<file path="src/hw/rtl/crcfc_pkg.sv">
// Shared types, constants and the CRC-16 byte update for the frame checker.
package crcfc_pkg;

  localparam int unsigned MAX_FRAME_LEN_DEF = 1024;
  localparam int unsigned LEN_W             = 10;
  localparam int unsigned LEN_FIELD_MAX     = 1023;

  localparam logic [7:0]       CR_BYTE   = 8'd13;
  localparam logic [7:0]       PAD_BYTE  = 8'd0;
  localparam logic [15:0]      CRC_POLY  = 16'h1021;
  localparam logic [15:0]      CRC_MSB   = 16'h8000;
  localparam logic [LEN_W-1:0] MIN_FRAME = LEN_W'(3);

  typedef enum logic [1:0] {
    STATUS_GOOD  = 2'd0,
    STATUS_BAD   = 2'd1,
    STATUS_SHORT = 2'd2
  } status_t;

  typedef struct packed {
    status_t          status;
    logic [LEN_W-1:0] length;
    logic [15:0]      calc_crc;
    logic [15:0]      received_crc;
  } result_t;

  // MSB-first CRC-16 update over one byte, eight shift steps unrolled.
  function automatic logic [15:0] crc_byte(input logic [15:0] crc, input logic [7:0] b);
    logic [15:0] c;
    c = crc ^ {b, 8'h00};
    for (int k = 0; k < 8; k++) begin
      if ((c & CRC_MSB) != 16'h0000) begin
        c = (c << 1) ^ CRC_POLY;
      end else begin
        c = c << 1;
      end
    end
    return c;
  endfunction

endpackage

</file>
<file path="src/hw/rtl/crcfc_out_buf.sv">
// Output register with a one-entry skid stage for frame results.
module crcfc_out_buf (
  input  logic              clk,
  input  logic              rst_n,
  input  logic              push,
  input  crcfc_pkg::result_t push_data,
  output logic              full,
  output logic              out_valid,
  input  logic              out_stall,
  output crcfc_pkg::result_t out_data
);
  import crcfc_pkg::*;

  logic    out_valid_r;
  result_t out_data_r;
  logic    skid_valid_r;
  result_t skid_data_r;

  always_ff @(posedge clk) begin
    if (!rst_n) begin
      out_valid_r  <= 1'b0;
      skid_valid_r <= 1'b0;
    end else if (!out_valid_r || !out_stall) begin
      // output slot frees up: drain the skid first, else take the new result
      if (skid_valid_r) begin
        out_valid_r  <= 1'b1;
        out_data_r   <= skid_data_r;
        skid_valid_r <= 1'b0;
      end else begin
        out_valid_r <= push;
        out_data_r  <= push_data;
      end
    end else if (push) begin
      skid_valid_r <= 1'b1;
      skid_data_r  <= push_data;
    end
  end

  assign full      = skid_valid_r;
  assign out_valid = out_valid_r;
  assign out_data  = out_data_r;

endmodule
</file>
<file path="config.mk">
export PLATFORM = sky130hd
export DESIGN_NAME = crcfc_out_buf
export DESIGN_NICKNAME = d
export VERILOG_FILES = /design/src/hw/rtl/crcfc_pkg.sv /design/src/hw/rtl/crcfc_out_buf.sv
export SDC_FILE = /design/constraint.sdc
export NUM_CORES = 1
export LEC_CHECK = 0
export ABC_AREA = 0
export BUFFER_PORTS_ARGS = -buffer_cell sky130_fd_sc_hd__buf_2
export CAP_MARGIN = 25
export CORE_MARGIN = 5
export CORE_UTILIZATION = 38
export CTS_BUF_LIST = sky130_fd_sc_hd__clkbuf_8
export DETAILED_ROUTE_END_ITERATION = 12
export GPL_ROUTABILITY_DRIVEN = 1
export GPL_TIMING_DRIVEN = 0
export PLACE_DENSITY = 0.66
export SYNTH_ARGS = -nofsm -noshare
export SYNTH_HDL_FRONTEND = slang
export SYNTH_SLANG_ARGS = --single-unit
</file>
<file path="constraint.sdc">
create_clock -name clk -period 6.4 [get_ports clk]
set_clock_uncertainty 0.1 [all_clocks]
set_input_delay 0.32 -clock clk [delete_from_list [all_inputs] [get_ports clk]]
set_output_delay 0.32 -clock clk [all_outputs]
set_load 0.01 [all_outputs]
</file>
==> results of run 1 <==
==> power breakdown <==
part           leakage (uW)  switching [uW]  internal, uW
sequential         0.000840            5.15           673
clock             0.0000947             196           180
combinational      0.000729            43.0          48.8
total               0.00166             244           901
==> area by class of cell <==
cell class / instances / area (sq um) / share of cell area
multi-input cells: 51 / 694 / 0.161
clock inverters: 7 / 70.1 / 0.0163
well taps: 108 / 135 / 0.0313
clock buffers: 9 / 124 / 0.0287
flip-flops and latches: 90 / 2680 / 0.622
repair buffers: 95 / 513 / 0.119
plain buffers: 5 / 91.3 / 0.0212
==> metal layers <==
metal	track usage	wire length, microns	vias to the layer above
li1	-	-	789
met1	0.124	2330	849
met2	0.194	3120	54
met3	0.0495	468	7
met4	0.0562	79	0
met5	0	0	-
==> how the worst max path moves through the flow <==
stage	slack, ns	endpoint	start	depth (start not counted)
detailed placement	4.59	skid_data_r[7]	out_stall	4
global route	4.59	skid_data_r[5]	out_valid	3
floorplan	3.50	skid_data_r[0]	out_valid	2
global placement	2.57	skid_data_r[9]	out_stall	3
finish	4.68	skid_data_r[5]	out_valid	3
CTS	4.66	skid_data_r[7]	out_valid	3
==> per-stage QoR <==
| stage | hold slack, ns | total power, uW | instance area [sq um] | utilization |
|---|---|---|---|---|
| after global routing | 0.0228 | 1200 | 4310 | 0.489 |
| after floorplan | 0.319 | 740 | 3460 | - |
| after CTS | 0.0344 | 1160 | 4310 | 0.489 |
| after global placement | 0.400 | 780 | 4060 | 0.461 |
| final | 0.0560 | 1150 | 4310 | 0.489 |
| after detailed placement | 0.414 | 786 | 4120 | 0.467 |
==> flip-flops by register name (all words and copies together) (netlist names) <==
register	cells
full	1
out_data	44
out_valid	1
skid_data_r	44
==> critical path, delay by kind of cell (launching register included) <==
family | cells | cell delay, ns
and+or+nand+nor | 2 | 0.72
DFF | 1 | 0.34
buffers and inverters | 1 | 0.25
==> synthesized netlist by cell type <==
cell / n / area [sq um]
dfxtp_1: 2 / 40.0
mux2_2: 5 / 56.3
buf_6: 1 / 11.3
buf_12: 4 / 80.1
nand2_1: 2 / 7.51
a21boi_0: 1 / 7.51
nor3b_2: 1 / 12.5
and2_1: 1 / 6.26
mux2_4: 39 / 586
edfxtp_1: 88 / 2640
nor2_1: 1 / 3.75
nor2_2: 1 / 6.26
==> logic make-up after synthesis <==
kind of cell,count (synthesis),synth area share
buf+inv,5,0.0264
compound gates,1,0.00217
flops,90,0.775
simple gates,6,0.0105
mux,44,0.186
==> results.py, run 1 <==
metrics = {
    "worst_hold_path": {
        "whs_endpoint": "skid_data_r[34]",
        "hold_class": "primary input to flip-flop",
        "worstHoldStart": "push_data[34]",
        "min_path_cells": 1,
    },
    "worst_setup_path": {
        "critical-path-slowest-cell": "nor2_4",
        "r2r-start": "out_valid",
        "cp.required_ns": 6.35,
        "r2r_setup_slack_ns": 4.68,
        "arrival_ns": 1.67,
        "crit_fanout": 23,
        "path_class": "flip-flop to flip-flop",
        "path_cells": "nand2_1 > nor2_4 > buf_16",
        "reg2reg_depth": 3,
        "crit_path_end_kind": "flip-flop",
        "crit_path_start_kind": "flip-flop",
        "cpPeakStageDelay_ns": 0.59,
        "r2r-end": "skid_data_r[5]",
    },
    "sta": {
        "slew_headroom": 0.540,
        "slew_viol_final": 0,
        "rsz0062_at_grt": "no",
        "finalHoldViolCount": 0,
        "finalCriticalPeriod_ns": 1.72,
        "period_share": 0.269,
        "fin_setup_tns_ns": 0,
        "worst_pin_slew_ns": 0.689,
        "fin_ws_ns": 4.68,
        "finalSetupViolations": 0,
        "clock.fmax_mhz": 581,
    },
    "routing": {
        "wirelength_microns": 5990,
        "dr.pass1.iters": 3,
        "drt_iter0_drc": 31,
        "vias_per_cell": 4.65,
        "drc": 0,
        "wl_per_cell_microns": 16.4,
        "vias": 1699,
        "ant_nets": 0,
    },
    "floorplan": {
        "dieArea_sq_um": 11100,
        "rows": 34,
        "core-area_sq_um": 8810,
        "dieWidth_microns": 105,
        "dieHeight_microns": 105,
        "initial_core_util": 0.393,
        "pin_count": 94,
    },
    "final_layout": {
        "nets": 300,
        "diodes": 0,
        "drive_gt1_frac": 0.630,
        "fillers": 768,
        "final_common_cell": "buf_2",
        "syn2layout_area_growth_pct": 24.6,
        "final_cells": 365,
        "final_cell_mix": "buf_2 (93), edfxtp_1 (88), mux2_4 (39)",
    },
    "placed_design": {
        "post-place-cells": 349,
        "gp_congestion": 0.687,
        "portBuffers": 93,
        "pre_cts_ws_ns": 4.59,
        "place_hpwl_microns": 4330,
    },
    "synth": {
        "avgSynthCellArea_sq_um": 23.7,
        "netlist_area_sq_um": 3460,
        "ys_seq_area_frac": 0.775,
        "syn_inst": 146,
        "yosysWarnings": 0,
        "ys_types": 12,
        "synth-seq-cells": 90,
        "postSynthNetCount": 194,
    },
    "cts": {
        "cts_tree": "built",
        "cts_hold_buffers": 0,
        "clkLatencyLatePin_ns": 0.34,
        "cts_setup_buffers": 0,
        "htree_num_levels": 3,
        "cts_buffer_depth": 2,
        "clk_pin_slew_ns": 0.09,
        "ctsResizeCount": 0,
        "root_buffer": "clkbuf_8",
        "cts.sinks": 90,
        "cts-buffers-inserted": 9,
    },
    "power_and_ir_drop": {
        "peakVddDrop_v": 0.000146,
        "cellLeakagePower_uw": 0.00166,
        "power_density_nw_per_um2": 266,
    },
    "global_routing": {
        "grt_overflow_total": 0,
        "antenna_found_initial": 0,
        "grt_pass1_vias": 1935,
        "grt_start_max_net_pins": 27,
        "grtUsageTotal": 0.115,
        "grt_pass1_wl_microns": 9720,
    },
    "flow_run": {
        "cap_violations": 0,
    },
    "outcome": {
        "status": "complete, no violations",
    },
}
No activity file was read; power rests on OpenSTA's default activity.
==> run 2, diff against run 1 <==
ABC_AREA = 1   (was 0)
clock period = 1.7 ns   (was 6.4 ns; I/O delays follow)
==> results.py, run 2 <==
metrics = {
    "worst_setup_path": {
        "crit_path_end_kind": "flip-flop",
        "r2r_setup_slack_ns": 0.11,
        "r2r-end": "skid_data_r[36]",
        "crit_fanout": 11,
        "cpPeakStageDelay_ns": 0.54,
        "path_class": "flip-flop to flip-flop",
        "arrival_ns": 1.47,
        "path_cells": "nand3_4 > nor2_2",
        "crit_path_start_kind": "flip-flop",
        "critical-path-slowest-cell": "nor2_2",
        "reg2reg_depth": 2,
        "r2r-start": "out_valid",
        "cp.required_ns": 1.58,
    },
    "cts": {
        "root_buffer": "clkbuf_8",
        "clk_pin_slew_ns": 0.09,
        "clkLatencyLatePin_ns": 0.34,
        "cts-buffers-inserted": 9,
        "cts_tree": "built",
        "htree_num_levels": 3,
        "cts_buffer_depth": 2,
        "cts.sinks": 90,
    },
    "synth": {
        "yosysTopAreaCell": "edfxtp_1",
        "synth_top_area_share": 0.785,
        "ys_types": 11,
        "yosysWarnings": 0,
        "syn_inst": 240,
        "synth-edff-count": 88,
        "avgSynthCellArea_sq_um": 14.0,
        "ys.flop_type": "edfxtp_1",
        "netlist_area_sq_um": 3370,
        "async_flop_share": 0,
        "synth-seq-cells": 90,
        "synthTopCellsByArea": "edfxtp_1 (78%), o21ai_0 (6.1%), inv_1 (5.0%)",
        "ys_seq_area_frac": 0.797,
        "synth_common_cells": "edfxtp_1 (88), inv_1 (45), nand2_1 (45), o21ai_0 (41), buf_6 (6)",
        "synth_most_common_cell": "edfxtp_1",
        "postSynthNetCount": 288,
    },
    "global_routing": {
        "grt_overflow_total": 0,
        "grtUsageTotal": 0.137,
        "grt_pass1_vias": 2342,
        "antenna_found_initial": 0,
        "grt_pass1_wl_microns": 11800,
        "grt_start_max_net_pins": 25,
    },
    "final_layout": {
        "diodes": 0,
        "syn2layout_area_growth_pct": 41.2,
        "fillers": 754,
        "final_common_cell": "buf_2",
        "nets": 444,
        "fin_util": 0.548,
        "drive_gt1_frac": 0.314,
        "final_cell_mix": "buf_2 (93), edfxtp_1 (88), dlygate4sd3_1 (47)",
    },
    "sta": {
        "rsz0062_at_grt": "no",
        "clock.fmax_mhz": 629,
        "finalHoldViolCount": 0,
        "worst_pin_slew_ns": 0.663,
        "finalSetupViolations": 0,
        "period_share": 0.935,
        "slew_viol_final": 0,
        "whs_ns": 0.0283,
        "slew_headroom": 0.558,
        "finalCriticalPeriod_ns": 1.59,
    },
    "flow_run": {
        "cap_violations": 0,
    },
    "outcome": {
        "status": "complete, no violations",
    },
    "power_and_ir_drop": {
        "power_density_nw_per_um2": 927,
        "power_frac_comb": 0.094,
        "cellLeakagePower_uw": 0.00194,
        "peakVddDrop_v": 0.000426,
        "seq_power_share": 0.583,
        "clock_power_share": 0.323,
        "p_switching_uw": 978,
        "internal_power_uw": 3430,
        "swShare": 0.222,
    },
    "routing": {
        "wirelength_microns": 7300,
        "drt_iter0_drc": 54,
        "vias": 2275,
        "drc": 0,
        "wl_per_cell_microns": 14.3,
        "vias_per_cell": 4.47,
        "dr.pass1.iters": 4,
        "ant_nets": 0,
    },
    "placed_design": {
        "portBuffers": 93,
        "place_hpwl_microns": 4470,
        "gp_congestion": 0.659,
    },
    "floorplan": {
        "dieHeight_microns": 104,
        "pin_count": 94,
        "initial_core_util": 0.388,
        "dieArea_sq_um": 10800,
        "core-area_sq_um": 8680,
        "rows": 34,
        "dieWidth_microns": 104,
    },
    "worst_hold_path": {
        "whs_endpoint": "full",
        "hold_class": "primary input to flip-flop",
        "worstHoldStart": "out_stall",
        "min_path_cells": 3,
    },
}
[run 2: critical path: cells and delay by family (launching register included)]
family	cells	cell delay [ns]
DFF	1	0.44
and+or+nand+nor	2	0.69
[run 2: how the worst max path moves through the flow]
stage	from	end	slack [ns]	depth (start not counted)
after floorplan	out_valid	skid_data_r[0]	0.01	2
after global placement	out_valid	out_data[24]	-0.31	1
after detailed placement	out_valid	skid_data_r[23]	-0.09	3
after CTS	out_valid	skid_data_r[22]	0.06	3
after global routing	out_valid	skid_data_r[36]	0.001	2
final	out_valid	skid_data_r[36]	0.11	2
[run 2: cell families after synthesis]
family / count (synthesis) / synth area share
compound gates: 46 / 0.0691
simple gates: 49 / 0.0550
flops: 90 / 0.797
buf+inv: 55 / 0.0792
[run 2: metrics by stage]
step	setup slack, ns	instances	power, uW	TNS [ns]	cell area (sq um)
6_report	0.110	509	4410	0	4760
5_1_grt	0.000995	509	4600	0	4760
4_1_cts	0.0573	508	4470	0	4740
3_5_place_dp	-0.0891	443	2940	-2.00	4050
3_3_place_gp	-0.309	441	2920	-25.23	3990
2_1_floorplan	0.0127	240	2760	0	3390
[run 2: final cells by class]
cell class	instances	area (sq um)	area share
clock buffer	9	124	0.0260
multi-input combinational	97	467	0.0981
inverter	45	169	0.0355
sequential	90	2680	0.564
clock inverter	7	68.8	0.0145
buffer	10	97.6	0.0205
timing repair buffer	143	1010	0.213
tap	108	135	0.0284
[run 2: timing repair]
item / 4_1_cts / 5_1_grt
pin swaps: 2 / 1
hold endpoints to repair: 80 / 0
buffers inserted: 0 / 1
hold buffers: 47 / 0
gates cloned: 2 / 0
gates resized for setup: 1 / 0
setup endpoints to repair: 46 / 9
[run 2: power groups by stage]
| stage | clock network [uW] | logic, uW | registers [uW] |
|---|---|---|---|
| floorplan | 0 | 97.1 | 2660 |
| global placement | 0 | 299 | 2620 |
| detailed placement | 0 | 324 | 2620 |
| CTS | 1480 | 416 | 2570 |
| global route | 1560 | 458 | 2580 |
| finish | 1420 | 413 | 2570 |
[run 2: metal layers]
metal | wire length, microns | track usage
met5 | 0 | 0
met4 | 106 | 0.0500
met3 | 360 | 0.0348
met2 | 3680 | 0.234
met1 | 3150 | 0.168
==> run 3, diff against run 2 <==
GPL_TIMING_DRIVEN = unset   (was 0)
REMOVE_ABC_BUFFERS = 1   (was unset)
==> results.py, run 3 (synthesized netlist as in run 2, its figures left out) <==
metrics = {
    "final_layout": {
        "syn2layout_area_growth_pct": 38.0,
        "nets": 434,
        "final_cell_mix": "buf_2 (93), edfxtp_1 (88), dlygate4sd3_1 (47)",
        "multi_input_area_sq_um": 437,
        "seqCellArea_sq_um": 2680,
        "drive_gt1_frac": 0.289,
        "fillers": 772,
        "diodes": 0,
        "final_common_cell": "buf_2",
    },
    "cts": {
        "cts-buffers-inserted": 9,
        "clk_pin_slew_ns": 0.08,
        "cts_setup_buffers": 0,
        "ctsResizeCount": 0,
        "cts.sinks": 90,
        "cts_tree": "built",
        "cts_hold_buffers": 47,
        "cts_buffer_depth": 2,
        "root_buffer": "clkbuf_8",
        "htree_num_levels": 3,
        "clkLatencyLatePin_ns": 0.34,
    },
    "global_routing": {
        "grt_overflow_total": 0,
        "grt_start_max_net_pins": 47,
        "grtUsageTotal": 0.121,
        "antenna_found_initial": 0,
        "grt_pass1_wl_microns": 10400,
        "grt_pass1_vias": 2155,
    },
    "floorplan": {
        "initial_core_util": 0.388,
        "pin_count": 94,
        "dieHeight_microns": 104,
        "core-area_sq_um": 8680,
        "dieWidth_microns": 104,
        "rows": 34,
        "dieArea_sq_um": 10800,
    },
    "routing": {
        "wl_per_cell_microns": 12.6,
        "drc": 0,
        "dr.pass1.iters": 4,
        "wirelength_microns": 6290,
        "ant_nets": 0,
        "vias": 2111,
        "drt_iter0_drc": 61,
        "vias_per_cell": 4.23,
    },
    "worst_setup_path": {
        "crit_path_start_kind": "flip-flop",
        "cp.required_ns": 1.88,
        "r2r-start": "full",
        "crit_path_start": "full",
        "path_class": "flip-flop to flip-flop",
        "arrival_ns": 1.75,
        "crit_path_end_kind": "flip-flop",
        "crit_fanout": 32,
    },
    "sta": {
        "slew_headroom": 0.798,
        "fin_setup_tns_ns": 0,
        "fin_ws_ns": 0.134,
        "finalCriticalPeriod_ns": 1.57,
        "slew_viol_final": 0,
        "finalHoldViolCount": 0,
        "rsz0062_at_grt": "no",
        "period_share": 0.921,
        "whs_ns": 0.0625,
        "finalSetupViolations": 0,
        "worst_pin_slew_ns": 0.303,
        "clock.fmax_mhz": 639,
    },
    "outcome": {
        "status": "complete, no violations",
    },
    "placed_design": {
        "gp_congestion": 0.644,
        "pre_cts_ws_ns": 0.340,
        "portBuffers": 93,
        "place_hpwl_microns": 4240,
    },
    "power_and_ir_drop": {
        "cellLeakagePower_uw": 0.00188,
        "total_power_uw": 4300,
        "peakVddDrop_v": 0.000553,
        "power_density_nw_per_um2": 926,
    },
    "worst_hold_path": {
        "hold_class": "primary input to flip-flop",
        "worstHoldStart": "out_stall",
    },
    "flow_run": {
        "cap_violations": 0,
    },
}
## run 3: worst max-delay path: stages, from the launching register on
cell and delay, ns:
dfxtp_2 0.51, buf_12 0.21, o21ai_1 0.08, dlygate4sd3_1 0.54, nand2_1 0.06
## run 3: per-stage QoR
stage | instance area [sq um] | utilization | std cells
2_1_floorplan | 3270 | - | 230
3_3_place_gp | 3990 | 0.460 | 436
3_5_place_dp | 3990 | 0.460 | 436
4_1_cts | 4650 | 0.535 | 499
5_1_grt | 4650 | 0.535 | 499
6_report | 4650 | 0.535 | 499
## run 3: final cells by class
cell class,instances,area share
clock buffer,9,0.0267
clock inverter,7,0.0132
inverter,45,0.0364
multi-input combinational,95,0.0940
sequential,90,0.578
tap,108,0.0291
timing repair buffer,145,0.223
## run 3: worst paths after layout
path / end / slack (ns) / cells after the start
worst min-delay path: out_valid / 0.06 / 3
worst max-delay path: out_valid / 0.13 / 4
worst min register to register: out_data[37] / 0.43 / 2
worst max register to register: out_valid / 0.13 / 4
## run 3: layer usage
metal | GRT usage | vias to the layer above | wire length, microns
met2 | 0.198 | 66 | 2980
met4 | 0.0444 | 0 | 68
met5 | 0 | - | 0
met1 | 0.147 | 937 | 2800
met3 | 0.0416 | 7 | 440
li1 | - | 1101 | -
## run 3: where the power goes
part / total [uW] / internal (uW) / switching [uW]
registers: 2570 / 2540 / 27.4
clock network: 1340 / 662 / 682
logic: 386 / 197 / 189
